==> config.mk <==
export PLATFORM = sky130hd
export DESIGN_NAME = sis_cell
export DESIGN_NICKNAME = d
export VERILOG_FILES = /design/src/rtl/sis_pkg.sv /design/src/rtl/sis_cell.sv
export SDC_FILE = /design/constraint.sdc
export NUM_CORES = 1
export LEC_CHECK = 0
export BUFFER_PORTS_ARGS = -buffer_cell sky130_fd_sc_hd__buf_4
export CORE_MARGIN = 2
export CORE_UTILIZATION = 45
export CTS_CLUSTER_DIAMETER = 60
export CTS_CLUSTER_SIZE = 28
export DETAILED_ROUTE_END_ITERATION = 6
export PLACE_DENSITY = 0.93
export SLEW_MARGIN = 40
export SYNTH_ARGS = -nofsm -noshare
export SYNTH_HDL_FRONTEND = slang
export SYNTH_SLANG_ARGS = --single-unit
==> constraint.sdc <==
create_clock -name clk -period 2.93 [get_ports clk]
set_input_delay 0.293 -clock clk [delete_from_list [all_inputs] [get_ports clk]]
set_output_delay 0.293 -clock clk [all_outputs]
set_load 0.02 [all_outputs]
==> src/rtl/sis_pkg.sv <==
package sis_pkg;

    localparam int WORD_W    = 32;
    localparam int DEPTH_DEF = 64;

    typedef logic signed [WORD_W-1:0] word_t;

    typedef struct packed {
        word_t value;
        logic  last;
    } in_word_t;

    typedef struct packed {
        word_t value_res;
        logic  last_res;
        logic  overflow;
    } out_word_t;

    // Chain operation broadcast to every cell.
    typedef struct packed {
        logic insert;
        logic shift;
    } cell_ctl_t;

endpackage

==> src/rtl/sis_cell.sv <==
module sis_cell
    import sis_pkg::*;
(
    input  logic      clk,
    input  logic      rst_n,
    input  cell_ctl_t ctl,
    input  word_t     word,
    input  word_t     left_val,
    input  logic      left_valid,
    input  logic      left_take,
    input  word_t     right_val,
    input  logic      right_valid,
    output word_t     val,
    output logic      valid,
    output logic      take
);

    word_t val_reg;
    word_t val_next;
    logic  valid_reg;
    logic  valid_next;

    // A cell gives way when it is empty or holds a strictly greater value, so
    // equal values keep their arrival order.
    assign take = !valid_reg || (val_reg > word);

    always_comb
    begin
        val_next   = val_reg;
        valid_next = valid_reg;
        if (ctl.shift)
        begin
            val_next   = right_val;
            valid_next = right_valid;
        end
        else if (ctl.insert && take)
        begin
            if (left_take)
            begin
                val_next   = left_val;
                valid_next = left_valid;
            end
            else
            begin
                val_next   = word;
                valid_next = 1'b1;
            end
        end
    end

    always_ff @(posedge clk)
    begin
        val_reg <= val_next;
    end

    always_ff @(posedge clk or negedge rst_n)
    begin
        if (!rst_n)
        begin
            valid_reg <= 1'b0;
        end
        else
        begin
            valid_reg <= valid_next;
        end
    end

    assign val   = val_reg;
    assign valid = valid_reg;

endmodule

After elaboration in Yosys (flattened, before gate mapping)
Index checks and enable logic that the tools add are counted.
- register bits after elaboration: 33
- output and inout port bits: 34
- logic and storage cells: 13
- $lt $le $gt $ge: 1
- multiplexer cells: 6
- reductions and logical operators: 4
- operators by type and width (cell ; number):
    $mux 32 ; 3
    $gt 32x32->1 ; 1
    $mux 1 ; 3
    $reduce_bool 2->1 ; 1
    $logic_and 1x1->1 ; 1
    $logic_not 1->1 ; 1
    $logic_or 1x1->1 ; 1

Depth between registers and ports, before layout
Gate-level depths: netlist of the first run.
- depth in word-level cells: 5
- gate-level depth with buffers: 8

Least setup slack after synthesis of the first run
Ideal clock, no wire load.
- kind: flip-flop to flip-flop
- start point: reg val_reg[31] (netlist: val[31])
- end point: reg val_reg[0] (netlist: val[0]) (enable)
- arrival: 2438 ps
- required time: 2539 ps
- slack: 100 ps
- cell stages (with the launch flop): 7
- buffers on the path: 0
- path through: edfxtp_1 -> ha_1 -> nand4_2 -> nor4_1 -> o31ai_1 -> nand4_1 -> a31o_1
- cells in the longest elaborated chain, start to end: 4
- RTL lines (what ; RTL line ; RTL):
    from (decl) ; sis_cell.sv:18 ; word_t val_reg;
    from (signal assigned) ; sis_cell.sv:53 ; val_reg <= val_next;
    $gt 32x32->1 ; sis_cell.sv:25 ; assign take = !valid_reg || (val_reg > word);
    $logic_or 1x1->1 ; sis_cell.sv:25 ;
    $logic_and 1x1->1 ; sis_cell.sv:36 ; else if (ctl.insert && take)
    $reduce_bool 2->1 (no source line) ; - ;
No other way between the ends.
A chain may end at the register's enable or synchronous reset.

Final worst setup path of the first run
- start point: reg val_reg[31] (netlist: val[31])
- end point: out take
- cells in the longest elaborated chain, start to end: 2
- RTL lines (what ; RTL line ; RTL):
    $gt 32x32->1 ; sis_cell.sv:25 ;
    $logic_or 1x1->1 ; sis_cell.sv:25 ;
    to (decl) ; sis_cell.sv:15 ; output logic take
No other way between the ends.

==> results of run 1 <==
-- stage by stage --
stage | utilization [%] | setup WS (ns) | area, um2 | cells
detailed placement | 65.91 | 0.3733 | 3607 | 464
floorplan | - | 0.1004 | 2526 | 265
finish | 67.86 | 0.2392 | 3714 | 473
CTS | 67.74 | 0.1722 | 3707 | 473
global route | 67.86 | 0.06500 | 3714 | 473
global placement | 65.91 | 0.4560 | 3607 | 464
-- what timing repair did --
action / CTS / global route
hold endpoints to repair: 1 / 0
setup endpoints to repair: 0 / 1
setup buffers: 0 / 0
hold buffers: 1 / 0
resized for setup: 0 / 1
-- worst register-to-register path, cell delays in order (launching register included) --
cell,delay (ns)
edfxtp_1,0.43
ha_1,0.37
nand4_2,0.18
nor3_2,0.06
a221o_1,0.35
a211oi_2,0.24
nand4_1,0.12
a31o_1,0.24
buf_4,0.24
-- synthesized netlist by cell type, types with 3 or more instances --
library cell,number,area (um2)
inv_1,32,120.1
nand2_1,38,142.6
edfxtp_1,32,960.9
ha_1,32,400.4
o21ai_0,35,175.2
nand3_1,4,20.02
mux2i_1,32,320.3
a21o_1,3,22.52
nand4_1,7,43.79
a21oi_1,16,80.08
clkbuf_1,8,30.03
buf_2,3,15.01
-- layout make-up --
type,instances,area [um2],share of cell area (%)
clock buffer,8,90.09,2.426
inverter,32,120.1,3.234
multi-input combinational,189,1381,37.20
sequential,33,985.9,26.55
tap,72,90.09,2.426
timing repair buffer,139,1046,28.17
-- cell families after synthesis --
| group | Yosys count | share of synthesized area (%) |
|---|---|---|
| AO/OA/AOI/OAI | 64 | 14.31 |
| AND/OR/NAND/NOR | 61 | 11.59 |
| buffers and inverters | 43 | 6.538 |
| flip-flops | 33 | 39.03 |
| multiplexers | 32 | 12.68 |
| adder cells (fa/ha/maj) | 32 | 15.85 |
-- power breakdown --
group	switching, uW	leakage, uW	internal, uW	total, uW
logic	275	0.00150	262	536
clock network	159	0.0000455	192	350
registers	31.7	0.000341	587	618
total	465	0.00189	1040	1500
-- metal layers --
| layer | GRT usage, % | share of wire (%) | vias to the layer above |
|---|---|---|---|
| met5 | 0 | 0 | - |
| met4 | 6.724 | 1.6 | 0 |
| met3 | 7.045 | 9.2 | 10 |
| met2 | 41.79 | 51 | 109 |
| met1 | 23.28 | 38 | 1110 |
| li1 | - | - | 1229 |
-- final timing paths --
| kind | start | to | slack (ns) | cells past startpoint |
|---|---|---|---|---|
| min reg2reg | valid | valid | 0.76 | 4 |
| max reg2reg | val[31] | val[15] | 0.42 | 8 |
| min | right_valid | valid | 0.29 | 3 |
| max in group asynchronous | rst_n | valid | 2.53 | 2 |
| max | val[31] | take | 0.24 | 8 |
| min in group asynchronous | rst_n | valid | 0.32 | 2 |
==> flow_summary.toml, run 1 <==
[global_route]
antenna_found_initial = 0
grt_pass1_vias = 2478
grt_pass1_wl_um = 10780
grt_max_degree = 69
grtUsageTotal_pct = 22.12
globalRoute.totalOverflow = 0

[pwr]
p_total_uw = 1505
ir_drop_v = 0.0002184
p_leak_uw = 0.001888
p_per_area_mw_per_mm2 = 405.3

[clock_network]
cts_tree = "built"
clock-root-buffer = "clkbuf_8"
clock_latency_ns = 0.28
cts_buffers = 5
cts_buffer_depth = 2
clk_pin_slew_ns = 0.07
clock_sinks = 33
cts_max_level = 2

[yosys]
synth-seq-cells = 33
ys_seq_area_share_pct = 39.03
syn_area_mm2 = 0.002526
syn_nets = 400
synth.avg_cell_area_um2 = 9.533
async_flop_share_pct = 3.030
synth_top_flop_cell = "edfxtp_1"
netlist_instances = 265
synth_edf_count = 32
post_synth_num_cell_types = 30
ys_warn_count = 0

[status]
status = "complete, no violations"

[finish]
largest_reg_flops = 32
nets = 535
layout_commonest_cell = "buf_4"
diodes = 0
drive_above_1_share_pct = 37.16
areaGrowthSynthToFinish_pct = 47.00
final_cell_mix = "buf_4, nand2_1, o21ai_0"
fillers = 439

[detailed_routing]
routed_via_density = 5.197
drcViolationCount = 0
num_vias = 2458
drt_pass1_iterations = 4
ant_nets = 0
totalWireLength_um = 6903
avgRoutedWirePerCell_um = 14.59
drt_iter0_drc = 133

[floorplanning]
coreArea_mm2 = 0.005473
num_rows = 27
die_area_mm2 = 0.006229
die_y_um = 78.93
die_x_um = 78.93
start_util_pct = 46.16
pin_count = 137

[timing]
fin_skew_ns = 0.007647
tightest_slew_ns = 0.5820
relSlewSlack_pct = 61.20
finalSetupViolCount = 0
setup_tns_ns = 0
slew_violations = 0
finalHoldViolations = 0
grt_setup_unrepaired = "false"
period_share_pct = 91.84
hold_ws_ns = 0.2905
fmax_mhz = 371.6
fin_crit_ns = 2.691

[setup_path]
cp.arrival_ns = 2.40
slowest_delay_ns = 0.43
worstSetupPathType = "reg2out"
cp_top_family = "compound AO/OA/AOI/OAI gates"
cp_max_fo = 5
cp-end-kind = "output port"
crit_buf_inv = 1
crit_required_ns = 2.64
startpoint_type = "register"
cpMaxStageDelayCell = "edfxtp_1"
crit_path_cell_trace = "ha_1, nand4_2, nor3_2, a221o_1, a211oi_2, a31oi_1, nand2b_1, buf_4"

[place]
hpwl_um = 5600
place_congestion = 0.7855
portBuffers = 136

[worst_hold_path]
hold_path_class = "in2reg"

[flow_run]
maxCapViolCount = 0
Power figures use the tool's default switching activity.
==> run 2, diff against run 1 <==
--- a/config.mk
+++ b/config.mk
@@ -6,6 +6,7 @@
 export NUM_CORES = 1
 export LEC_CHECK = 0
 export BUFFER_PORTS_ARGS = -buffer_cell sky130_fd_sc_hd__buf_4
+export CORE_ASPECT_RATIO = 1.5
 export CORE_MARGIN = 2
 export CORE_UTILIZATION = 45
 export CTS_CLUSTER_DIAMETER = 60
==> flow_summary.toml, run 2 (synthesized netlist as in run 1, its figures left out) <==
[setup_path]
cp-end-kind = "output port"
path_depth = 8
crit_required_ns = 2.64
ff2ff_setup_slack_ns = 0.33
cp_top_family = "compound AO/OA/AOI/OAI gates"
crit_path_cell_trace = "ha_1, a21oi_1, o21ai_0, a221o_1, a211oi_2, a31oi_1, nand2b_1, buf_4"
cp_max_fo = 2
cp.arrival_ns = 2.42
critPathLaunch = "val[17]"
worstSetupPathType = "reg2out"
startpoint_type = "register"
reg2reg_to = "val[1]"
worstRegToRegCells = 8
crit_buf_inv = 1
slowest_delay_ns = 0.40
cpMaxStageDelayCell = "edfxtp_1"
r2r-start = "val[17]"

[detailed_routing]
totalWireLength_um = 7347
routed_via_density = 5.324
drt_iter0_drc = 64
num_vias = 2513
avgRoutedWirePerCell_um = 15.57
drcViolationCount = 0
drt_pass1_iterations = 4
ant_nets = 0

[worst_hold_path]
holdPathStages = 3
hold_path_class = "in2reg"
min_from = "right_val[11]"
worst_hold_path.endpoint = "val[11]"

[pwr]
pwr-share-comb_pct = 36.5
seq_power_share_pct = 41.5
p_sw_uw = 477.1
p_leak_uw = 0.001892
clockPowerShare_pct = 22.0
p_total_uw = 1492
switching_share_pct = 31.99
intPower_uw = 1014
p_per_area_mw_per_mm2 = 401.9
ir_drop_v = 0.0002471

[clock_network]
cts_buffer_depth = 2
clock_sinks = 33
cts_max_level = 2
clk_pin_slew_ns = 0.07
cts_tree = "built"
cts_buffers = 5
clock-root-buffer = "clkbuf_8"
clock_latency_ns = 0.29
postCtsSetupBuffers = 0

[floorplanning]
start_util_pct = 46.35
die_y_um = 95.77
num_rows = 33
pin_count = 137
coreArea_mm2 = 0.005450
die_x_um = 65.18
die_area_mm2 = 0.006241

[finish]
final-seq-area_um2 = 985.9
final_util_pct = 68.09
multiInputGateArea_mm2 = 0.001381
fillers = 442
final_cell_mix = "buf_4, nand2_1, o21ai_0"
diodes = 0
largest_reg_flops = 32
areaGrowthSynthToFinish_pct = 46.90
drive_above_1_share_pct = 37.81
layout_commonest_cell = "buf_4"
nets = 536

[timing]
tightest_slew_ns = 0.5641
fmax_mhz = 368.8
setup_tns_ns = 0
slew_violations = 0
finalSetupViolCount = 0
finalHoldViolations = 0
hold_ws_ns = 0.2871
relSlewSlack_pct = 62.39
grt_setup_unrepaired = "false"
fin_skew_ns = 0.007300
period_share_pct = 92.55
final.setup.worst_slack_ns = 0.2183
fin_crit_ns = 2.712

[place]
hpwl_um = 5927
place_congestion = 0.8311
portBuffers = 136
dp_slack_ns = 0.1465

[flow_run]
maxCapViolCount = 0

[global_route]
grt_max_degree = 68
grt_pass1_vias = 2586
grtUsageTotal_pct = 23.90
grt_pass1_wl_um = 11400
antenna_found_initial = 0
globalRoute.totalOverflow = 0

[status]
status = "complete, no violations"
-- run 2: cell count changes in the layout (fill, tap and decap cells not counted) --
cell	before	now
buf_4	138	139
a31o_1	1	0
clkbuf_1	2	1
clkinv_2	0	2
clkbuf_8	6	5
a31o_2	0	1
-- run 2: power by group through the flow --
stage | registers (uW) | logic [uW] | clock network, uW
global route | 626 | 594 | 357
global placement | 624 | 519 | 0
finish | 619 | 544 | 328
detailed placement | 629 | 543 | 0
CTS | 619 | 546 | 337
floorplan | 691 | 214 | 0
-- run 2: final cells by class --
type,count,share of cell area (%)
Sequential cell,33,26.57
Inverter,32,3.237
Multi-Input combinational cell,189,37.22
Tap cell,70,2.360
Clock buffer,6,1.955
Timing Repair Buffer,140,28.39
Clock inverter,2,0.2697
-- run 2: metal layers --
layer	share of wire, %	vias up	global-route usage (%)
met2	56	106	45.66
met3	6.1	24	5.497
met1	35	1151	24.12
met5	0	-	0
li1	-	1232	-
met4	3.1	0	10.94
-- run 2: what timing repair did --
item                                   in CTS  in global routing
resized for setup                           0                  2
setup endpoints to repair                   0                 25
endpoints found under the hold margin       1                  0
hold buffers                                1                  0
-- run 2: per-stage QoR --
stage,instance area [um2],std cells
6_report,3711,472
5_1_grt,3711,472
4_1_cts,3705,472
3_5_place_dp,3612,463
3_3_place_gp,3612,463
2_1_floorplan,2526,265
-- run 2: how the worst max path moves through the flow --
stage,end,slack [ns]
2_1_floorplan,val[0],0.10
3_3_place_gp,val[27],0.22
3_5_place_dp,val[1],0.15
4_1_cts,val[1],0.16
5_1_grt,take,0.07
6_report,take,0.22
-- run 2: worst min-delay path, delay by kind of cell --
| kind | cells | cell delay, ns |
|---|---|---|
| AO/OA/AOI/OAI | 1 | 0.06 |
| buffers and inverters | 1 | 0.07 |
| AND/OR/NAND/NOR | 1 | 0.04 |
